--- src/rtl/cscan_disk_scheduler_top_macros.svh ---
// ----------------------------------------------------------------------------
// cscan_disk_scheduler_top_macros.svh
// assertion shorthands for the c-scan disk scheduler
// ----------------------------------------------------------------------------
`ifndef CSCAN_DISK_SCHEDULER_TOP_MACROS_SVH
`define CSCAN_DISK_SCHEDULER_TOP_MACROS_SVH

// same-cycle implication, clocked on clock, off during reset
`define CSCAN_CHECK(label, ante, cons, msg) \
   label: assert property (@(posedge clock) disable iff (reset) (ante) |-> (cons)) \
      else $error(msg);

// next-cycle implication, clocked on clock, off during reset
`define CSCAN_CHECK_NEXT(label, ante, cons, msg) \
   label: assert property (@(posedge clock) disable iff (reset) (ante) |=> (cons)) \
      else $error(msg);

`endif

--- src/rtl/cscan_pkg.sv ---
// ----------------------------------------------------------------------------
// cscan_pkg
// types and constants shared by the c-scan disk scheduler modules
// ----------------------------------------------------------------------------
package cscan_pkg;

   localparam int CYL_BITS     = 16;
   localparam int SIZE_BITS    = 17;
   localparam int SEEK_BITS    = 18;
   localparam int ERR_BITS     = 2;
   localparam int CSR_IDX_BITS = 2;

   // error code bit positions
   localparam int ERR_OVERFLOW_BIT = 0;
   localparam int ERR_RANGE_BIT    = 1;

   localparam logic [SIZE_BITS-1:0] DISK_SIZE_MAX   = SIZE_BITS'(1) << CYL_BITS;
   localparam logic [SIZE_BITS-1:0] DISK_SIZE_RESET = DISK_SIZE_MAX;

   // result kinds
   localparam logic KIND_REQUEST = 1'b0;
   localparam logic KIND_TOTAL   = 1'b1;

   typedef enum logic [CSR_IDX_BITS-1:0] {
      CSR_START_HEAD      = 2'd0,
      CSR_SWEEP_DIRECTION = 2'd1,
      CSR_DISK_SIZE       = 2'd2
   } csr_index_type;

   typedef struct packed {
      logic [CYL_BITS-1:0] cylinder;
      logic                batch_end;
   } req_type;

   typedef struct packed {
      logic                 kind;
      logic [CYL_BITS-1:0]  served_cylinder;
      logic [SEEK_BITS-1:0] seek_so_far;
      logic                 last_result;
      logic [ERR_BITS-1:0]  error_code;
   } rsp_type;

   // batch setup handed from the loader to the sequencer
   typedef struct packed {
      logic [CYL_BITS-1:0] head;
      logic [CYL_BITS-1:0] top_cyl;
      logic                dir;
      logic [ERR_BITS-1:0] err;
   } job_type;

   typedef enum logic [2:0] {
      SEQ_IDLE,
      SEQ_SCAN,
      SEQ_WRAP,
      SEQ_MOVE,
      SEQ_TOTAL
   } seq_state_type;

endpackage

--- src/rtl/cscan_req_mem.sv ---
// ----------------------------------------------------------------------------
// cscan_req_mem
// request store: one write port, one read port with registered read data
// ----------------------------------------------------------------------------
module cscan_req_mem #(
   parameter int DEPTH  = 32,
   parameter int DATA_W = 16,
   localparam int ADDR_W = (DEPTH > 1) ? $clog2(DEPTH) : 1
) (
   input  logic              clock,
   input  logic              wr_en,
   input  logic [ADDR_W-1:0] wr_addr,
   input  logic [DATA_W-1:0] wr_data,
   input  logic              rd_en,
   input  logic [ADDR_W-1:0] rd_addr,
   output logic [DATA_W-1:0] rd_data
);

   logic [DATA_W-1:0] mem_ff [DEPTH];
   logic [DATA_W-1:0] rd_data_ff;

   // write port
   always_ff @(posedge clock) begin
      if (wr_en) begin
         mem_ff[wr_addr] <= wr_data;
      end
   end

   // read port, registered read data
   always_ff @(posedge clock) begin
      if (rd_en) begin
         rd_data_ff <= mem_ff[rd_addr];
      end
   end

   assign rd_data = rd_data_ff;

endmodule

--- src/rtl/cscan_seq.sv ---
// ----------------------------------------------------------------------------
// cscan_seq
// service order sequencer: one pass over the store per result picks the
// next request by wrapped key, then tracks head position and seek distance
// ----------------------------------------------------------------------------
module cscan_seq #(
   parameter int MAX_REQUESTS = 32,
   localparam int IDX_W = (MAX_REQUESTS > 1) ? $clog2(MAX_REQUESTS) : 1,
   localparam int CNT_W = $clog2(MAX_REQUESTS + 1)
) (
   input  logic                                 clock,
   input  logic                                 reset,
   input  logic                                 start,
   input  logic [CNT_W-1:0]                     start_count,
   input  cscan_pkg::job_type                   job,
   output logic                                 busy,
   output logic                                 rd_en,
   output logic [IDX_W-1:0]                     rd_addr,
   input  logic [cscan_pkg::CYL_BITS-1:0]       rd_data,
   output logic                                 rsp_valid,
   input  logic                                 rsp_stall,
   output cscan_pkg::rsp_type                   rsp_data
);

   localparam int CB    = cscan_pkg::CYL_BITS;
   localparam int SB    = cscan_pkg::SEEK_BITS;
   localparam int KEY_W = 1 + CB + IDX_W;

   cscan_pkg::seq_state_type state_ff, state_in;

   logic [CNT_W-1:0]              cnt_ff, cnt_in;
   logic [CNT_W-1:0]              addr_ff, addr_in;
   logic                          rd_vld_ff, rd_vld_in;
   logic [IDX_W-1:0]              rd_idx_ff, rd_idx_in;
   logic [cscan_pkg::ERR_BITS-1:0] err_ff, err_in;
   logic [CB-1:0]                 head_ff, head_in;
   logic [CB-1:0]                 top_ff, top_in;
   logic                          dir_ff, dir_in;
   logic [CB-1:0]                 cur_ff, cur_in;
   logic [SB-1:0]                 seek_ff, seek_in;
   logic                          wrapped_ff, wrapped_in;
   logic                          have_last_ff, have_last_in;
   logic [KEY_W-1:0]              last_key_ff, last_key_in;
   logic                          best_valid_ff, best_valid_in;
   logic [KEY_W-1:0]              best_key_ff, best_key_in;
   logic                          rsp_valid_ff;
   cscan_pkg::rsp_type            rsp_data_ff;

   logic                          issue;
   logic                          out_free;
   logic                          out_load;
   cscan_pkg::rsp_type            out_data;
   logic                          rd_oor;
   logic                          rd_grp;
   logic [CB-1:0]                 rd_vv;
   logic [KEY_W-1:0]              rd_key;
   logic                          cand;
   logic [CB-1:0]                 best_cyl;
   logic [CB-1:0]                 move_dist;
   logic [SB-1:0]                 move_seek;
   logic [SB-1:0]                 wrap_dist;

   // wrapped key: group first, then cylinder (inverted when sweeping down), then slot
   assign rd_oor = rd_data > top_ff;
   assign rd_grp = dir_ff ? (rd_data > head_ff) : (rd_data <= head_ff);
   assign rd_vv  = dir_ff ? ~rd_data : rd_data;
   assign rd_key = {rd_grp, rd_vv, rd_idx_ff};
   assign cand   = (!have_last_ff || (rd_key > last_key_ff)) &&
                   (!best_valid_ff || (rd_key < best_key_ff));

   // head movement for the picked request and for the sweep plus wrap jump
   assign best_cyl  = dir_ff ? ~best_key_ff[CB+IDX_W-1:IDX_W] : best_key_ff[CB+IDX_W-1:IDX_W];
   assign move_dist = (cur_ff > best_cyl) ? (cur_ff - best_cyl) : (best_cyl - cur_ff);
   assign move_seek = seek_ff + SB'(move_dist);
   assign wrap_dist = dir_ff ? (SB'(cur_ff) + SB'(top_ff))
                             : (SB'(top_ff - cur_ff) + SB'(top_ff));

   assign issue    = addr_ff < cnt_ff;
   assign out_free = !rsp_valid_ff || !rsp_stall;

   // state register
   always_ff @(posedge clock) begin
      if (reset) begin
         state_ff <= cscan_pkg::SEQ_IDLE;
      end else begin
         state_ff <= state_in;
      end
   end

   // next state and datapath control
   always_comb begin
      state_in      = state_ff;
      cnt_in        = cnt_ff;
      addr_in       = addr_ff;
      rd_vld_in     = 1'b0;
      rd_idx_in     = rd_idx_ff;
      err_in        = err_ff;
      head_in       = head_ff;
      top_in        = top_ff;
      dir_in        = dir_ff;
      cur_in        = cur_ff;
      seek_in       = seek_ff;
      wrapped_in    = wrapped_ff;
      have_last_in  = have_last_ff;
      last_key_in   = last_key_ff;
      best_valid_in = best_valid_ff;
      best_key_in   = best_key_ff;
      rd_en         = 1'b0;
      out_load      = 1'b0;
      out_data      = '0;

      unique case (state_ff)
         cscan_pkg::SEQ_IDLE: begin
            if (start) begin
               cnt_in        = start_count;
               err_in        = job.err;
               head_in       = job.head;
               top_in        = job.top_cyl;
               dir_in        = job.dir;
               cur_in        = job.head;
               seek_in       = '0;
               wrapped_in    = 1'b0;
               have_last_in  = 1'b0;
               best_valid_in = 1'b0;
               addr_in       = '0;
               state_in      = cscan_pkg::SEQ_SCAN;
            end
         end
         cscan_pkg::SEQ_SCAN: begin
            // stream the store, keep the smallest key above the last one served
            rd_en     = issue;
            rd_vld_in = issue;
            rd_idx_in = addr_ff[IDX_W-1:0];
            if (issue) begin
               addr_in = addr_ff + CNT_W'(1);
            end
            if (rd_vld_ff) begin
               if (rd_oor) begin
                  err_in[cscan_pkg::ERR_RANGE_BIT] = 1'b1;
               end else if (cand) begin
                  best_valid_in = 1'b1;
                  best_key_in   = rd_key;
               end
            end
            if (!issue && !rd_vld_ff) begin
               if (best_valid_ff) begin
                  have_last_in = 1'b1;
                  last_key_in  = best_key_ff;
                  state_in     = (best_key_ff[KEY_W-1] && !wrapped_ff) ?
                                 cscan_pkg::SEQ_WRAP : cscan_pkg::SEQ_MOVE;
               end else begin
                  state_in = wrapped_ff ? cscan_pkg::SEQ_TOTAL : cscan_pkg::SEQ_WRAP;
               end
            end
         end
         cscan_pkg::SEQ_WRAP: begin
            // run to the disk edge and jump to the far end
            seek_in    = seek_ff + wrap_dist;
            cur_in     = dir_ff ? top_ff : '0;
            wrapped_in = 1'b1;
            state_in   = best_valid_ff ? cscan_pkg::SEQ_MOVE : cscan_pkg::SEQ_TOTAL;
         end
         cscan_pkg::SEQ_MOVE: begin
            if (out_free) begin
               out_load                 = 1'b1;
               out_data.kind            = cscan_pkg::KIND_REQUEST;
               out_data.served_cylinder = best_cyl;
               out_data.seek_so_far     = move_seek;
               out_data.last_result     = 1'b0;
               out_data.error_code      = err_ff;
               seek_in                  = move_seek;
               cur_in                   = best_cyl;
               addr_in                  = '0;
               best_valid_in            = 1'b0;
               state_in                 = cscan_pkg::SEQ_SCAN;
            end
         end
         cscan_pkg::SEQ_TOTAL: begin
            if (out_free) begin
               out_load                 = 1'b1;
               out_data.kind            = cscan_pkg::KIND_TOTAL;
               out_data.served_cylinder = '0;
               out_data.seek_so_far     = seek_ff;
               out_data.last_result     = 1'b1;
               out_data.error_code      = err_ff;
               state_in                 = cscan_pkg::SEQ_IDLE;
            end
         end
         default: begin
            state_in = cscan_pkg::SEQ_IDLE;
         end
      endcase
   end

   // datapath registers
   always_ff @(posedge clock) begin
      if (reset) begin
         rd_vld_ff <= 1'b0;
      end else begin
         rd_vld_ff <= rd_vld_in;
      end
      cnt_ff        <= cnt_in;
      addr_ff       <= addr_in;
      rd_idx_ff     <= rd_idx_in;
      err_ff        <= err_in;
      head_ff       <= head_in;
      top_ff        <= top_in;
      dir_ff        <= dir_in;
      cur_ff        <= cur_in;
      seek_ff       <= seek_in;
      wrapped_ff    <= wrapped_in;
      have_last_ff  <= have_last_in;
      last_key_ff   <= last_key_in;
      best_valid_ff <= best_valid_in;
      best_key_ff   <= best_key_in;
   end

   // result register, frees the sequencer from the consumer
   always_ff @(posedge clock) begin
      if (reset) begin
         rsp_valid_ff <= 1'b0;
      end else if (out_load) begin
         rsp_valid_ff <= 1'b1;
      end else if (!rsp_stall) begin
         rsp_valid_ff <= 1'b0;
      end
      if (out_load) begin
         rsp_data_ff <= out_data;
      end
   end

   assign busy      = state_ff != cscan_pkg::SEQ_IDLE;
   assign rd_addr   = addr_ff[IDX_W-1:0];
   assign rsp_valid = rsp_valid_ff;
   assign rsp_data  = rsp_data_ff;

endmodule

--- src/rtl/cscan_disk_scheduler_top.sv ---
// ----------------------------------------------------------------------------
// cscan_disk_scheduler_top
// C-SCAN disk scheduler. Requests load one beat per cycle into a request
// store; the beat with batch_end closes the batch. The block then stalls
// its request side and emits the kept requests in C-SCAN order, one
// result per pass over the store, followed by a total beat. Each pass reads
// every stored request through the single read port of the request
// store; the picked request is then emitted, and the sweep and wrap jump
// and the total beat are steps of their own. A stalled result holds the
// sequencer for the length of the stall.
// Register writes are taken only while the block is idle.
// ----------------------------------------------------------------------------
`include "cscan_disk_scheduler_top_macros.svh"

module cscan_disk_scheduler_top #(
   parameter int MAX_REQUESTS = 32
) (
   input  logic                                   clock,
   input  logic                                   reset,
   input  logic                                   req_valid,
   output logic                                   req_stall,
   input  cscan_pkg::req_type                     req_data,
   output logic                                   rsp_valid,
   input  logic                                   rsp_stall,
   output cscan_pkg::rsp_type                     rsp_data,
   input  logic                                   csr_valid,
   output logic                                   csr_ready,
   input  logic [cscan_pkg::CSR_IDX_BITS-1:0]     csr_index,
   input  logic [cscan_pkg::SIZE_BITS-1:0]        csr_wdata
);

   localparam int IDX_W = (MAX_REQUESTS > 1) ? $clog2(MAX_REQUESTS) : 1;
   localparam int CNT_W = $clog2(MAX_REQUESTS + 1);
   localparam int CB    = cscan_pkg::CYL_BITS;
   localparam int ZB    = cscan_pkg::SIZE_BITS;

   logic [CB-1:0]                  start_head_ff;
   logic                           sweep_dir_ff;
   logic [ZB-1:0]                  disk_size_ff;
   logic [CNT_W-1:0]               count_ff;
   logic [cscan_pkg::ERR_BITS-1:0] err_ff;

   logic [ZB-1:0]                  eff_size;
   logic [CB-1:0]                  top_cyl;
   logic [CB-1:0]                  head_clamp;
   logic                           seq_busy;
   logic                           req_accept;
   logic                           in_range;
   logic                           has_room;
   logic                           store;
   logic                           start;
   logic [CNT_W-1:0]               count_in;
   logic [cscan_pkg::ERR_BITS-1:0] err_in;
   cscan_pkg::job_type             job;
   logic                           rd_en;
   logic [IDX_W-1:0]               rd_addr;
   logic [CB-1:0]                  rd_data;

   // disk geometry from the registers
   always_comb begin
      if (disk_size_ff == '0) begin
         eff_size = ZB'(1);
      end else if (disk_size_ff > cscan_pkg::DISK_SIZE_MAX) begin
         eff_size = cscan_pkg::DISK_SIZE_MAX;
      end else begin
         eff_size = disk_size_ff;
      end
   end
   assign top_cyl    = CB'(eff_size - ZB'(1));
   assign head_clamp = (start_head_ff > top_cyl) ? top_cyl : start_head_ff;

   // register writes
   assign csr_ready = !seq_busy;
   always_ff @(posedge clock) begin
      if (reset) begin
         start_head_ff <= '0;
         sweep_dir_ff  <= 1'b0;
         disk_size_ff  <= cscan_pkg::DISK_SIZE_RESET;
      end else if (csr_valid && csr_ready) begin
         unique case (csr_index)
            cscan_pkg::CSR_START_HEAD:      start_head_ff <= csr_wdata[CB-1:0];
            cscan_pkg::CSR_SWEEP_DIRECTION: sweep_dir_ff  <= csr_wdata[0];
            cscan_pkg::CSR_DISK_SIZE:       disk_size_ff  <= csr_wdata;
            default: begin
            end
         endcase
      end
   end

   // request loading: range check first, then store room
   assign req_stall  = seq_busy;
   assign req_accept = req_valid && !req_stall;
   assign in_range   = req_data.cylinder <= top_cyl;
   assign has_room   = count_ff < CNT_W'(MAX_REQUESTS);
   assign store      = req_accept && in_range && has_room;
   assign start      = req_accept && req_data.batch_end;
   assign count_in   = count_ff + CNT_W'(store);

   always_comb begin
      err_in = err_ff;
      if (req_accept && !in_range) begin
         err_in[cscan_pkg::ERR_RANGE_BIT] = 1'b1;
      end
      if (req_accept && in_range && !has_room) begin
         err_in[cscan_pkg::ERR_OVERFLOW_BIT] = 1'b1;
      end
   end

   always_ff @(posedge clock) begin
      if (reset) begin
         count_ff <= '0;
         err_ff   <= '0;
      end else if (start) begin
         count_ff <= '0;
         err_ff   <= '0;
      end else begin
         count_ff <= count_in;
         err_ff   <= err_in;
      end
   end

   // batch setup for the sequencer
   assign job.head    = head_clamp;
   assign job.top_cyl = top_cyl;
   assign job.dir     = sweep_dir_ff;
   assign job.err     = err_in;

   cscan_req_mem #(
      .DEPTH  (MAX_REQUESTS),
      .DATA_W (CB)
   ) u_mem (
      .clock   (clock),
      .wr_en   (store),
      .wr_addr (count_ff[IDX_W-1:0]),
      .wr_data (req_data.cylinder),
      .rd_en   (rd_en),
      .rd_addr (rd_addr),
      .rd_data (rd_data)
   );

   cscan_seq #(
      .MAX_REQUESTS (MAX_REQUESTS)
   ) u_seq (
      .clock       (clock),
      .reset       (reset),
      .start       (start),
      .start_count (count_in),
      .job         (job),
      .busy        (seq_busy),
      .rd_en       (rd_en),
      .rd_addr     (rd_addr),
      .rd_data     (rd_data),
      .rsp_valid   (rsp_valid),
      .rsp_stall   (rsp_stall),
      .rsp_data    (rsp_data)
   );

   // checks
   `CSCAN_CHECK(a_count_clear_while_busy, seq_busy, count_ff == '0,
      "store count not cleared during scheduling")
   `CSCAN_CHECK_NEXT(a_batch_end_starts, req_accept && req_data.batch_end, seq_busy,
      "batch close did not start scheduling")
   `CSCAN_CHECK(a_total_beat_fields,
      rsp_valid && (rsp_data.kind == cscan_pkg::KIND_TOTAL),
      rsp_data.last_result && (rsp_data.served_cylinder == '0),
      "malformed total beat")

endmodule
--- config.mk ---
export PLATFORM = sky130hd
export DESIGN_NAME = cscan_disk_scheduler_top
export DESIGN_NICKNAME = d
export VERILOG_FILES = /design/src/rtl/cscan_pkg.sv /design/src/rtl/cscan_req_mem.sv /design/src/rtl/cscan_seq.sv /design/src/rtl/cscan_disk_scheduler_top.sv
export VERILOG_INCLUDE_DIRS = /design/src /design/src/rtl
export SDC_FILE = /design/constraint.sdc
export NUM_CORES = 1
export LEC_CHECK = 0
export ABC_CLOCK_PERIOD_IN_PS = 11340
export BUFFER_PORTS_ARGS = -buffer_cell sky130_fd_sc_hd__buf_2
export CAP_MARGIN = 20
export CORE_ASPECT_RATIO = 0.8
export CORE_MARGIN = 4
export CORE_UTILIZATION = 40
export CTS_CLUSTER_DIAMETER = 50
export DETAILED_ROUTE_END_ITERATION = 8
export PLACE_DENSITY = 0.62
export SLEW_MARGIN = 10
export SYNTH_ARGS = -nofsm -noshare
export SYNTH_HDL_FRONTEND = slang
export SYNTH_HIERARCHICAL = 1
export SYNTH_SLANG_ARGS = --single-unit
--- constraint.sdc ---
create_clock -name clock -period 11.34 [get_ports clock]
set_input_delay 1.134 -clock clock [delete_from_list [all_inputs] [get_ports clock]]
set_output_delay 1.134 -clock clock [all_outputs]
set_load 0.005 [all_outputs]
## Yosys cells after proc, flatten, opt, wreduce, memory -nomap -nowiden

Memory sizes are Yosys's and may differ from the RTL's. A register that Yosys moved wholly into a read port is not among the register bits.
Index checks and enable logic that the tools add are counted.

| storage, ports and cells | value |
|---|---|
| register bits | 218 |
| memory bits (writable) | 512 |
| input bits | 41 |
| output and inout bits | 41 |
| memories kept | 1 |

| cells by class | value |
|---|---|
| add/sub/neg operators | 10 |
| magnitude comparators | 11 |
| equality and inequality tests | 17 |
| muxes and demuxes | 54 |
| bitwise logic cells | 3 |
| reductions and logical operators | 46 |

Memories:

| name | words | width | read ports | clocked after Yosys merged registers in | wr ports | line | source |
|---|---|---|---|---|---|---|---|
| u_mem.mem_ff | 32 | 16 | 1 | 1 | 1 | cscan_req_mem.sv:19 | `logic [DATA_W-1:0] mem_ff [DEPTH];` |

Operators by type and width:

| operator | number |
|---|---|
| 2-to-1 mux 16 bit | 9 |
| case mux 38 bit (2 select lines) | 1 |
| > comparator 16 bit | 4 |
| 2-to-1 mux 18 bit | 3 |
| case mux 18 bit (3 select lines) | 1 |
| case mux 16 bit (3 select lines) | 1 |
| 2-to-1 mux 38 bit | 1 |
| 2-to-1 mux 37 bit | 1 |
| adder 18 x 16 -> 18 bit | 2 |
| <= comparator 16 bit | 2 |
| NOT 16 bit | 2 |
| subtractor 16 bit | 2 |
| > comparator 22 bit | 1 |
| < comparator 22 bit | 1 |
| 2-to-1 mux 3 bit | 7 |
| 2-to-1 mux 1 bit | 20 |
| AND reduction 4 bit | 5 |
| adder 18 bit | 1 |
| 2-to-1 mux 6 bit | 3 |
| inequality test 2 x 1 -> 1 bit (second input constant) | 9 |
| case mux 6 bit (3 select lines) | 1 |
| adder 16 x 16 -> 17 bit | 1 |
| > comparator 17 bit (second input constant) | 1 |
| zero test 17 bit | 1 |
| 28 further kinds | 61 |

## Depth between registers and ports, before layout

Gate-level depths: netlist (run 1).

| logic depth | value |
|---|---|
| depth in word-level cells | 10 |
| depth in mapped cells | 25 |
| gate-level depth less buffers | 25 |

## By module

Netlist (run 1), hierarchy kept.

By module, submodules not included:

| module | times used | cells each | area each (sq um) | seq. area each (sq um) |
|---|---|---|---|---|
| cscan_req_mem | 1 | 1143 | 20694.8 | 15855.2 |
| cscan_seq | 1 | 1491 | 14234.9 | 5205.0 |
| cscan_disk_scheduler_top | 1 | 403 | 3064.2 | 840.8 |

## Least setup slack after synthesis (run 1)

OpenSTA, ideal clock, no wires.

| timing | value |
|---|---|
| kind | register -> register |
| from | register disk_size_ff[11] |
| to | memory u_mem.mem_ff[12][0] (enable) |
| library setup time | 0.388 ns |
| data arrival time | 5.510 ns |
| slack | 5.441 ns |
| cell stages (with the launch flop) | 23 |
| cell sequence | dfxtp_1 > or4_1 > or4_4 > nor3_1 > o21bai_1 > ha_1 > clkbuf_1 > nor2b_1 > nand2_1 > nand2_1 > a22oi_1 > inv_1 > ha_1 > nand3_1 > nor4_1 > nand2_1 > nor3_1 > o21bai_1 > nor3_1 > nor3_1 > or3b_2 > clkbuf_1 > nor2_1 |

RTL lines:

| what | line | source |
|---|---|---|
| from (decl) | cscan_disk_scheduler_top.sv:39 | `logic [ZB-1:0] disk_size_ff;` |
| from (signal assigned) | cscan_disk_scheduler_top.sv:78 | `disk_size_ff <= cscan_pkg::DISK_SIZE_RESET;` |
| from (signal assigned) | cscan_disk_scheduler_top.sv:83 | `cscan_pkg::CSR_DISK_SIZE: disk_size_ff <= csr_wdata;` |
| to (decl) | cscan_req_mem.sv:19 |  |

==> impl_metrics.py, run 1 <==
metrics = {
    "timing": {
        "max_slew.worst_pin.slew_ps": 1180,
        "skew_ps": 30.6,
        "finalSetupViolCount": 0,
        "timing.slew.headroom_pct": 21.2,
        "report.final.hold_viol_count": 0,
        "hold_slack_ps": 435,
        "layout_min_cycle_time_ps": 6700,
        "timing.final.max_slew_violations": 0,
        "layout_worst_path_cycle_share_pct": 59.1,
        "timing.setup.tns_ps": 0,
        "maxClockFrequency_mhz": 149,
        "grt_setup_unrepaired": "no",
    },
    "clock_tree": {
        "holdBufCountCts": 0,
        "cts_tree": "built",
        "numCtsBuffers": 82,
        "htree_levels": 3,
        "clk_pin_slew_worst_paths_ps": 60,
        "number_of_gates_given_a_new_drive_strength_after_cts": 0,
        "post_cts.repair.setup_buffers": 0,
        "ctsLongestPathBuffers": 3,
        "cts_num_sinks": 745,
        "clk_root_buffer_cell": "sky130_fd_sc_hd__clkbuf_16",
        "worst_skew_pair.late_latency_ps": 640,
    },
    "floorplanning": {
        "design.die.area_um2": 100000,
        "row_count": 100,
        "die-height_um": 284,
        "core-area_um2": 93600,
        "dieWidth_um": 353,
        "starting_density_of_the_core_pct": 40.6,
        "io_pins": 82,
    },
    "worst_setup_path": {
        "cp-start-kind": "flip-flop",
        "max_stage_delay_ps": 660,
        "critical_path.endpoint_type": "flip-flop",
        "worst_path_max_delay_cell": "sky130_fd_sc_hd__nor2_1",
        "worst_r2r_path_depth": 21,
        "timing.critical_path.buf_inv": 2,
        "chain_of_cells_forming_the_critical_path": "or4_1, or4_4, nor3_1, o21bai_1, ha_1, nor2b_1, nand2_1, nand2_1, a22oi_1, inv_1, ha_1, nand3_1, nor4_1, nand2_1, nor3_1, o21bai_1, nor3_1, nor3_1, or3b_2, nor2_1, buf_6",
        "rr_endpoint": "u_mem/mem_ff[12][9]",
        "critPathRequiredTime_ps": 11700,
        "crit_fanout": 10,
        "worst_r2r_startpoint": "disk_size_ff[11]",
        "worst_path_most_repeated_cell": "sky130_fd_sc_hd__nor3_1",
        "critPathKind": "reg2reg",
        "worst-endpoint-arrival_ps": 7050,
        "reg2reg_setup_slack_ps": 4640,
        "cpLargestDelayFamily": "simple AND/OR/NAND/NOR gates",
    },
    "power": {
        "power.static_leakage_nw": 16.4,
        "worst_ir_drop_vdd_v": 0.000120,
        "cellPowerDensity_nw_per_um2": 182,
    },
    "place": {
        "gpl.final_weighted_congestion": 0.922,
        "detailedPlacementHpwl_mm": 68.2,
        "number_of_port_buffers": 81,
    },
    "grt": {
        "first_global_vias": 23000,
        "grt.overflow.total": 0,
        "track_usage_pct": 19.1,
        "grt_pass1_wl_mm": 147,
        "initial_antenna_violation_count": 0,
        "grt_max_degree": 134,
    },
    "layout": {
        "drive_above_1_share_pct": 10.3,
        "layout.filler_cells": 8484,
        "final_nets": 3407,
        "final_common_cell": "sky130_fd_sc_hd__edfxtp_1",
        "area_overhead_of_the_layout_relative_to_synthesis_pct": 11.7,
        "layout.cells.most_common_list": "sky130_fd_sc_hd__edfxtp_1 (698), sky130_fd_sc_hd__mux2i_1 (271), sky130_fd_sc_hd__ha_1 (230), sky130_fd_sc_hd__nor2_1 (222), sky130_fd_sc_hd__inv_1 (178)",
    },
    "detailed_routing": {
        "detail_route.iter0.violations": 2367,
        "detail_route.vias_per_cell": 5.55,
        "post_detailed_route_wirelength_per_cell_um": 22.2,
        "post-route-drc-count": 0,
        "wl_mm": 98.4,
        "vias": 24500,
        "detail_route_antenna_nets": 0,
        "firstDrtPassIters": 6,
    },
    "synth": {
        "synth.distinct_cells": 88,
        "yosysWarningCount": 6,
        "synth_cells": 3037,
        "syn_avg_cell_area_um2": 12.5,
        "mappedNetlistNets": 3315,
        "dominantRegCellSynth": "sky130_fd_sc_hd__edfxtp_1",
        "synth.cell_area_um2": 38000,
        "number_of_synthesized_flops_with_an_enable_pin": 698,
        "postSynth.asyncResetShare_pct": 0,
        "synth.ff_latch_count": 745,
        "synth-seq-area-share_pct": 57.6,
    },
    "run_status": {
        "status": "finished clean",
    },
    "hold_path": {
        "holdCritPathClass": "reg2reg",
        "min_delay_worst_endpoint": "u_seq/last_key_ff[2]",
        "worstHoldPathCells": 0,
        "hold_path_startpoint": "u_seq/best_key_ff[2]",
    },
    "job": {
        "maxCapViolations": 0,
    },
}
-- registers in the layout (all words and copies together) (netlist names), 2 cells and up --
signal,flops
u_seq/head_ff,16
u_seq/seek_ff,18
u_seq/cur_ff,16
count_ff,6
u_mem/mem_ff,512
disk_size_ff,17
u_seq/top_ff,16
u_seq/addr_ff,6
u_seq/best_key_ff,22
u_seq/cnt_ff,6
u_seq/err_ff,2
err_ff,2
u_seq/rd_idx_ff,5
u_seq/last_key_ff,22
u_seq/state_ff,3
start_head_ff,16
u_mem/rd_data,16
u_seq/rsp_data,37
-- power breakdown --
group / total, W / internal (W) / switching [W]
Clock: 0.00270 / 0.00156 / 0.00114
Combinational: 0.00189 / 0.000714 / 0.00117
Sequential: 0.00315 / 0.00309 / 0.0000609
-- synthesized netlist by cell type (7+ instances only) --
library cell / count / area (um2)
sky130_fd_sc_hd__a221oi_1: 22 / 193
sky130_fd_sc_hd__nand3b_1: 8 / 60.1
sky130_fd_sc_hd__inv_1: 178 / 668
sky130_fd_sc_hd__dfxtp_1: 47 / 941
sky130_fd_sc_hd__nand4_1: 39 / 244
sky130_fd_sc_hd__a22oi_1: 73 / 548
sky130_fd_sc_hd__ha_1: 230 / 2880
sky130_fd_sc_hd__nand3_1: 66 / 330
sky130_fd_sc_hd__o211ai_1: 7 / 52.6
sky130_fd_sc_hd__a22o_1: 42 / 368
sky130_fd_sc_hd__fa_1: 7 / 140
sky130_fd_sc_hd__buf_6: 7 / 78.8
sky130_fd_sc_hd__xnor2_1: 59 / 517
sky130_fd_sc_hd__o21bai_1: 10 / 75.1
sky130_fd_sc_hd__mux2i_1: 271 / 2710
sky130_fd_sc_hd__or3_1: 17 / 106
sky130_fd_sc_hd__o21ai_0: 68 / 340
sky130_fd_sc_hd__o31ai_1: 10 / 75.1
sky130_fd_sc_hd__mux2_2: 21 / 236
sky130_fd_sc_hd__a21o_1: 73 / 548
sky130_fd_sc_hd__nand2_1: 175 / 657
sky130_fd_sc_hd__nand2b_1: 24 / 150
sky130_fd_sc_hd__buf_4: 32 / 240
sky130_fd_sc_hd__buf_2: 21 / 105
sky130_fd_sc_hd__and2_1: 19 / 119
sky130_fd_sc_hd__clkbuf_1: 60 / 225
sky130_fd_sc_hd__and3_1: 11 / 68.8
sky130_fd_sc_hd__nor2b_1: 40 / 250
sky130_fd_sc_hd__o21a_1: 19 / 143
sky130_fd_sc_hd__edfxtp_1: 698 / 21000
sky130_fd_sc_hd__a31oi_1: 30 / 188
sky130_fd_sc_hd__a21oi_1: 174 / 871
sky130_fd_sc_hd__a21boi_0: 7 / 52.6
sky130_fd_sc_hd__a211oi_1: 18 / 135
sky130_fd_sc_hd__xor2_1: 57 / 499
sky130_fd_sc_hd__nor3_1: 61 / 305
sky130_fd_sc_hd__nor2_1: 222 / 833
-- worst register-to-register path, cell delays in order, from the launching register on --
cell and delay [ps]:
sky130_fd_sc_hd__dfxtp_1 340, sky130_fd_sc_hd__or4_1 550, sky130_fd_sc_hd__or4_4 460, sky130_fd_sc_hd__nor3_1 240, sky130_fd_sc_hd__o21bai_1 190, sky130_fd_sc_hd__ha_1 370, sky130_fd_sc_hd__nor2b_1 190, sky130_fd_sc_hd__nand2_1 100
sky130_fd_sc_hd__nand2_1 50, sky130_fd_sc_hd__a22oi_1 270, sky130_fd_sc_hd__inv_1 110, sky130_fd_sc_hd__ha_1 320, sky130_fd_sc_hd__nand3_1 120, sky130_fd_sc_hd__nor4_1 480, sky130_fd_sc_hd__nand2_1 100, sky130_fd_sc_hd__nor3_1 160
sky130_fd_sc_hd__o21bai_1 130, sky130_fd_sc_hd__nor3_1 130, sky130_fd_sc_hd__nor3_1 560, sky130_fd_sc_hd__or3b_2 640, sky130_fd_sc_hd__nor2_1 660, sky130_fd_sc_hd__buf_6 240
-- metal layers --
| layer | global-route usage [%] | part of all wire, % | vias up |
|---|---|---|---|
| li1 | - | - | 11600 |
| met1 | 29.1 | 49 | 12100 |
| met5 | 0 | 0 | - |
| met2 | 27.0 | 41 | 790 |
| met3 | 5.27 | 8.3 | 109 |
| met4 | 4.11 | 1.8 | 0 |
-- cells by family (layout without fill, tap and decap cells) --
group	count (synthesis)	in the layout	synth area share [%]
other	0	4	0
buffers and inverters	316	476	4.04
AOI/OAI and AO/OA	609	609	10.8
and+or+nand+nor	721	721	9.10
xor gates and xnor gates	117	117	2.72
adders and majority gates	237	237	7.94
DFF	745	745	57.6
muxes	292	292	7.76
-- worst max path at each step --
stage                                 from              endpoint  slack [ps]  cells after the start
final                     disk_size_ff[11]   u_mem/mem_ff[12][9]        4640                     21
after CTS                     u_seq/dir_ff     u_seq/seek_ff[17]        4760                     22
after global placement    disk_size_ff[11]  u_mem/mem_ff[12][13]        4580                     20
after global routing          u_seq/dir_ff     u_seq/seek_ff[17]        4190                     22
after floorplan           disk_size_ff[11]   u_mem/mem_ff[12][0]        5440                     22
after detailed placement  disk_size_ff[11]   u_mem/mem_ff[12][8]        4770                     21
-- cell type report --
class                           count  area, um2  share of cell area (%)
Antenna cell                        4       10.0                  0.0236
Clock buffer                       96       2180                    5.13
Clock inverter                     56        603                    1.42
Inverter                          179        672                    1.58
Multi-Input combinational cell   1976      14600                    34.4
Sequential cell                   745      21900                    51.6
Tap cell                         1224       1530                    3.61
Timing Repair Buffer              145        935                    2.20
-- stage by stage --
stage	total power (W)	setup WS [ps]	area, um2	cells	util, %
floorplan	0.00454	5440	38000	3037	-
global placement	0.00504	4580	39600	4267	42.3
detailed placement	0.00505	4770	39700	4269	42.4
CTS	0.00775	4760	42400	4421	45.3
global route	0.00809	4190	42400	4421	45.3
finish	0.00773	4640	42400	4425	45.3
Note: power is estimated with default switching activity, not from simulation.
==> run 2, diff against run 1 <==
--- a/config.mk
+++ b/config.mk
@@ -6,7 +6,7 @@
 export SDC_FILE = /design/constraint.sdc
 export NUM_CORES = 1
 export LEC_CHECK = 0
-export ABC_CLOCK_PERIOD_IN_PS = 11340
+export ABC_CLOCK_PERIOD_IN_PS = 6710
 export BUFFER_PORTS_ARGS = -buffer_cell sky130_fd_sc_hd__buf_2
 export CAP_MARGIN = 20
 export CORE_ASPECT_RATIO = 0.8
==> constraint.sdc (replaced) <==
create_clock -name clock -period 6.71 [get_ports clock]
set_input_delay 0.671 -clock clock [delete_from_list [all_inputs] [get_ports clock]]
set_output_delay 0.671 -clock clock [all_outputs]
set_load 0.005 [all_outputs]
==> impl_metrics.py, run 2 (same netlist as run 1, synthesis figures left out) <==
metrics = {
    "run_status": {
        "status": "finished clean",
    },
    "timing": {
        "max_slew.worst_pin.slew_ps": 1310,
        "report.final.hold_viol_count": 0,
        "skew_ps": 42.0,
        "grt_setup_unrepaired": "no",
        "layout_min_cycle_time_ps": 6240,
        "layout_worst_path_cycle_share_pct": 93.0,
        "timing.final.max_slew_violations": 0,
        "finalSetupViolCount": 0,
        "maxClockFrequency_mhz": 160,
        "timing.slew.headroom_pct": 11.3,
        "timing.setup.tns_ps": 0,
    },
    "clock_tree": {
        "post_cts.repair.setup_buffers": 0,
        "cts_num_sinks": 745,
        "worst_skew_pair.late_latency_ps": 650,
        "cts_tree": "built",
        "holdBufCountCts": 0,
        "clk_root_buffer_cell": "sky130_fd_sc_hd__clkbuf_16",
        "number_of_gates_given_a_new_drive_strength_after_cts": 0,
        "htree_levels": 3,
        "clk_pin_slew_worst_paths_ps": 60,
        "ctsLongestPathBuffers": 3,
        "numCtsBuffers": 87,
    },
    "layout": {
        "layout.cells.most_common_list": "sky130_fd_sc_hd__edfxtp_1 (698), sky130_fd_sc_hd__mux2i_1 (271), sky130_fd_sc_hd__ha_1 (230), sky130_fd_sc_hd__nor2_1 (222), sky130_fd_sc_hd__inv_1 (178)",
        "area_overhead_of_the_layout_relative_to_synthesis_pct": 12.5,
        "final_nets": 3439,
        "max_flop_register": "u_mem/mem_ff",
        "largest_register_ff_count": 512,
        "drive_above_1_share_pct": 11.3,
        "final_common_cell": "sky130_fd_sc_hd__edfxtp_1",
        "layout.filler_cells": 8439,
        "layout.cell_area.non_filler_um2": 42700,
    },
    "worst_setup_path": {
        "critPathRequiredTime_ps": 7020,
        "worst-endpoint-arrival_ps": 6550,
        "cp-start-kind": "flip-flop",
        "crit_fanout": 16,
        "critPathKind": "reg2reg",
        "critical_path.endpoint_type": "flip-flop",
    },
    "power": {
        "worst_ir_drop_vdd_v": 0.000250,
        "cellPowerDensity_nw_per_um2": 311,
        "power.static_leakage_nw": 16.6,
    },
    "floorplanning": {
        "row_count": 100,
        "die-height_um": 284,
        "design.die.area_um2": 100000,
        "dieWidth_um": 353,
        "io_pins": 82,
        "core-area_um2": 93600,
        "starting_density_of_the_core_pct": 40.6,
    },
    "grt": {
        "grt_max_degree": 132,
        "initial_antenna_violation_count": 1,
        "globalRoute.busiestLayer": "met1",
        "first_global_vias": 23700,
        "met1_use_gr_pct": 31.5,
        "track_usage_pct": 20.4,
        "grt_pass1_wl_mm": 154,
        "globalRouteMet3Util_pct": 4.50,
        "grt.overflow.total": 0,
        "grtUsageMet2_pct": 28.4,
    },
    "detailed_routing": {
        "wl_mm": 105,
        "post_detailed_route_wirelength_per_cell_um": 23.5,
        "vias": 25000,
        "detail_route.iter0.violations": 2891,
        "post-route-drc-count": 0,
        "firstDrtPassIters": 6,
        "detail_route_antenna_nets": 0,
        "detail_route.vias_per_cell": 5.62,
    },
    "place": {
        "gpl.final_weighted_congestion": 0.908,
        "detailedPlacementHpwl_mm": 71.8,
        "dpl-instance-area_um2": 39800,
        "number_of_port_buffers": 81,
    },
    "hold_path": {
        "holdCritPathClass": "in2reg",
    },
    "job": {
        "maxCapViolations": 0,
    },
}
[run 2: final timing paths]
check                           cells after the start  slack [ps]                 end             start
worst min-delay path                                3         260    disk_size_ff[16]     csr_wdata[16]
worst max-delay path                               21         470  u_mem/mem_ff[0][5]  disk_size_ff[11]
worst min register to register                      2         450           err_ff[0]         err_ff[0]
worst max register to register                     21         470  u_mem/mem_ff[0][5]  disk_size_ff[11]
[run 2: area by class of cell]
cell class,instances,area (um2),share of cell area [%]
multi-input cells,1976,14600,34.2
flip-flops and latches,745,21900,51.3
clock inverters,58,594,1.39
diodes,2,5.00,0.0117
well taps,1224,1530,3.58
clock buffers,102,2290,5.35
inverters,179,672,1.57
repair buffers,172,1130,2.65
[run 2: report_power, final]
group,internal (W),total (W),switching [W]
clock network,0.00275,0.00472,0.00196
registers,0.00522,0.00533,0.000114
logic,0.00122,0.00325,0.00203
total,0.00919,0.0133,0.00411
[run 2: per-stage QoR]
stage                     std cells  power, W  hold WS, ps  util (%)  setup WS [ps]
after detailed placement       4291   0.00858          432      42.5            542
after global placement         4290   0.00857          429      42.5            573
after floorplan                3037   0.00768          408         -            811
after CTS                      4451    0.0133          214      45.6            488
after global routing           4456    0.0139          240      45.7           91.6
final                          4458    0.0133          260      45.7            470
[run 2: metal layers]
metal	up-vias	share of wire, %
met2	992	41
met4	0	2.9
met1	12200	48
met5	-	0
li1	11700	-
met3	157	8.9
[run 2: critical path: stages (launching register included)]
cell	delay, ps
sky130_fd_sc_hd__dfxtp_1	350
sky130_fd_sc_hd__or4_1	550
sky130_fd_sc_hd__or4_4	460
sky130_fd_sc_hd__nor3_1	250
sky130_fd_sc_hd__o21bai_1	230
sky130_fd_sc_hd__ha_1	280
sky130_fd_sc_hd__buf_4	160
sky130_fd_sc_hd__nand3_1	80
sky130_fd_sc_hd__nor3b_1	50
sky130_fd_sc_hd__nor3_1	300
sky130_fd_sc_hd__inv_1	110
sky130_fd_sc_hd__ha_1	290
sky130_fd_sc_hd__nand2_1	100
sky130_fd_sc_hd__nor4_1	470
sky130_fd_sc_hd__nand2_1	90
sky130_fd_sc_hd__nor3_1	130
sky130_fd_sc_hd__o21bai_1	130
sky130_fd_sc_hd__nor3_1	140
sky130_fd_sc_hd__nor3_1	540
sky130_fd_sc_hd__or3b_2	700
sky130_fd_sc_hd__nor2_1	190
sky130_fd_sc_hd__buf_4	280
==> run 3, diff against run 2 <==
--- a/config.mk
+++ b/config.mk
@@ -9,13 +9,14 @@
 export ABC_CLOCK_PERIOD_IN_PS = 6710
 export BUFFER_PORTS_ARGS = -buffer_cell sky130_fd_sc_hd__buf_2
 export CAP_MARGIN = 20
+export CELL_PAD_IN_SITES_DETAIL_PLACEMENT = 0
+export CELL_PAD_IN_SITES_GLOBAL_PLACEMENT = 2
 export CORE_ASPECT_RATIO = 0.8
 export CORE_MARGIN = 4
-export CORE_UTILIZATION = 40
+export CORE_UTILIZATION = 45
 export CTS_CLUSTER_DIAMETER = 50
 export DETAILED_ROUTE_END_ITERATION = 8
-export PLACE_DENSITY = 0.62
-export SLEW_MARGIN = 10
+export PLACE_DENSITY = 0.88
 export SYNTH_ARGS = -nofsm -noshare
 export SYNTH_HDL_FRONTEND = slang
 export SYNTH_HIERARCHICAL = 1
==> impl_metrics.py, run 3 (same netlist as run 1, synthesis figures left out) <==
metrics = {
    "detailed_routing": {
        "post_detailed_route_wirelength_per_cell_um": 24.1,
        "post-route-drc-count": 0,
        "vias": 25200,
        "detail_route_antenna_nets": 0,
        "firstDrtPassIters": 5,
        "wl_mm": 104,
        "detail_route.vias_per_cell": 5.82,
        "detail_route.iter0.violations": 2585,
    },
    "worst_setup_path": {
        "max_stage_delay_ps": 650,
        "timing.critical_path.buf_inv": 3,
        "cp-start-kind": "flip-flop",
        "chain_of_cells_forming_the_critical_path": "buf_4, xor2_1, inv_1, ha_1, a211oi_1, o21ai_0, a211oi_1, o21bai_1, o21ai_2, buf_4, mux2_2, a221oi_1, xnor2_1, ha_1, nand2_1, nor3_1, nand3_1, a311oi_1, o21ai_0, or4b_2, nand4_1",
        "worst-endpoint-arrival_ps": 6710,
        "critPathKind": "reg2reg",
        "critPathRequiredTime_ps": 7210,
        "critical_path.endpoint_type": "flip-flop",
        "cpLargestDelayFamily": "compound AO/OA/AOI/OAI gates",
        "crit_fanout": 16,
        "worst_path_max_delay_cell": "sky130_fd_sc_hd__or4b_2",
    },
    "clock_tree": {
        "post_cts.repair.setup_buffers": 0,
        "htree_levels": 3,
        "cts_num_sinks": 745,
        "holdBufCountCts": 0,
        "clk_pin_slew_worst_paths_ps": 60,
        "ctsLongestPathBuffers": 3,
        "cts_tree": "built",
        "numCtsBuffers": 87,
        "clk_root_buffer_cell": "sky130_fd_sc_hd__clkbuf_16",
        "worst_skew_pair.late_latency_ps": 650,
        "number_of_gates_given_a_new_drive_strength_after_cts": 0,
    },
    "floorplanning": {
        "starting_density_of_the_core_pct": 45.3,
        "design.die.area_um2": 89200,
        "row_count": 95,
        "die-height_um": 268,
        "io_pins": 82,
        "core-area_um2": 83800,
        "dieWidth_um": 333,
    },
    "power": {
        "sw_frac_of_total_pct": 30.8,
        "power.combinational.fraction_pct": 24.6,
        "clock_share_of_power_pct": 35.5,
        "worst_ir_drop_vdd_v": 0.000208,
        "seq_power_share_pct": 39.8,
        "switching_power_summed_over_all_nets_w": 0.00411,
        "cellPowerDensity_nw_per_um2": 314,
        "power.static_leakage_nw": 16.6,
        "internal_portion_of_total_power_w": 0.00924,
    },
    "job": {
        "maxCapViolations": 0,
    },
    "layout": {
        "final_util_pct": 50.8,
        "antenna_diode_count": 0,
        "largest_register_ff_count": 512,
        "layout.cells.most_common_list": "sky130_fd_sc_hd__edfxtp_1 (698), sky130_fd_sc_hd__mux2i_1 (271), sky130_fd_sc_hd__ha_1 (230), sky130_fd_sc_hd__nor2_1 (222), sky130_fd_sc_hd__inv_1 (177)",
        "final_nets": 3430,
        "final_common_cell": "sky130_fd_sc_hd__edfxtp_1",
        "max_flop_register": "u_mem/mem_ff",
        "area_overhead_of_the_layout_relative_to_synthesis_pct": 12.0,
        "drive_above_1_share_pct": 11.0,
    },
    "run_status": {
        "status": "finished clean",
    },
    "timing": {
        "timing.slew.headroom_pct": 26.7,
        "finalSetupViolCount": 0,
        "grt_setup_unrepaired": "no",
        "max_slew.worst_pin.slew_ps": 1100,
        "layout_worst_path_cycle_share_pct": 92.7,
        "maxClockFrequency_mhz": 161,
        "timing.final.max_slew_violations": 0,
        "layout_min_cycle_time_ps": 6220,
        "timing.setup.tns_ps": 0,
        "skew_ps": 26.9,
        "report.final.hold_viol_count": 0,
    },
    "place": {
        "number_of_port_buffers": 81,
        "gpl.final_weighted_congestion": 0.909,
        "detailedPlacementHpwl_mm": 72.3,
    },
    "grt": {
        "grt.overflow.total": 0,
        "initial_antenna_violation_count": 3,
        "grt_pass1_wl_mm": 154,
        "grt_max_degree": 134,
        "track_usage_pct": 22.9,
        "first_global_vias": 24400,
    },
    "hold_path": {
        "holdCritPathClass": "in2reg",
    },
}
-- run 3: path summary, 6_finish.rpt --
kind | from | end | slack (ps) | cells past startpoint
setup / recovery | u_seq/dir_ff | u_seq/seek_ff[17] | 490 | 21
hold / removal | csr_wdata[16] | disk_size_ff[16] | 260 | 3
setup reg to reg | u_seq/dir_ff | u_seq/seek_ff[17] | 490 | 21
hold reg to reg | u_seq/best_key_ff[3] | u_seq/last_key_ff[3] | 450 | 0
-- run 3: tightest hold or removal path, delay by kind of cell --
| kind | cells | cell delay [ps] |
|---|---|---|
| simple gates | 2 | 120 |
| buf+inv | 1 | 80 |
-- run 3: power groups by stage --
stage / logic [W] / clock network [W] / registers [W]
after floorplan: 0.00231 / 0 / 0.00537
after global placement: 0.00314 / 0 / 0.00541
after detailed placement: 0.00320 / 0 / 0.00541
after CTS: 0.00322 / 0.00483 / 0.00531
after global routing: 0.00360 / 0.00503 / 0.00532
final: 0.00329 / 0.00475 / 0.00532
-- run 3: metrics by stage --
step | total power, W | cell area (um2) | hold slack, ps | worst slack (ps) | std cells
final | 0.0134 | 42500 | 265 | 492 | 4338
after floorplan | 0.00768 | 38000 | 408 | 811 | 3037
after detailed placement | 0.00861 | 39600 | 432 | 604 | 4177
after global placement | 0.00855 | 39600 | 432 | 498 | 4177
after global routing | 0.0139 | 42500 | 249 | 79.3 | 4338
after CTS | 0.0134 | 42500 | 221 | 567 | 4337
-- run 3: final cells by class --
cell class              count  area [um2]
clock inverters            60         631
multi-input cells        1976       14600
fillers                  7212       41300
well taps                1115        1400
repair buffers            163        1050
clock buffers             100        2290
flip-flops and latches    745       21900
inverters                 179         672
-- run 3: metal layers --
metal | GRT usage, % | part of all wire [%] | vias up
li1 | - | - | 11600
met1 | 35.0 | 46 | 12400
met2 | 32.6 | 41 | 1108
met3 | 5.61 | 10 | 146
met4 | 5.85 | 2.3 | 0
met5 | 0 | 0 | -
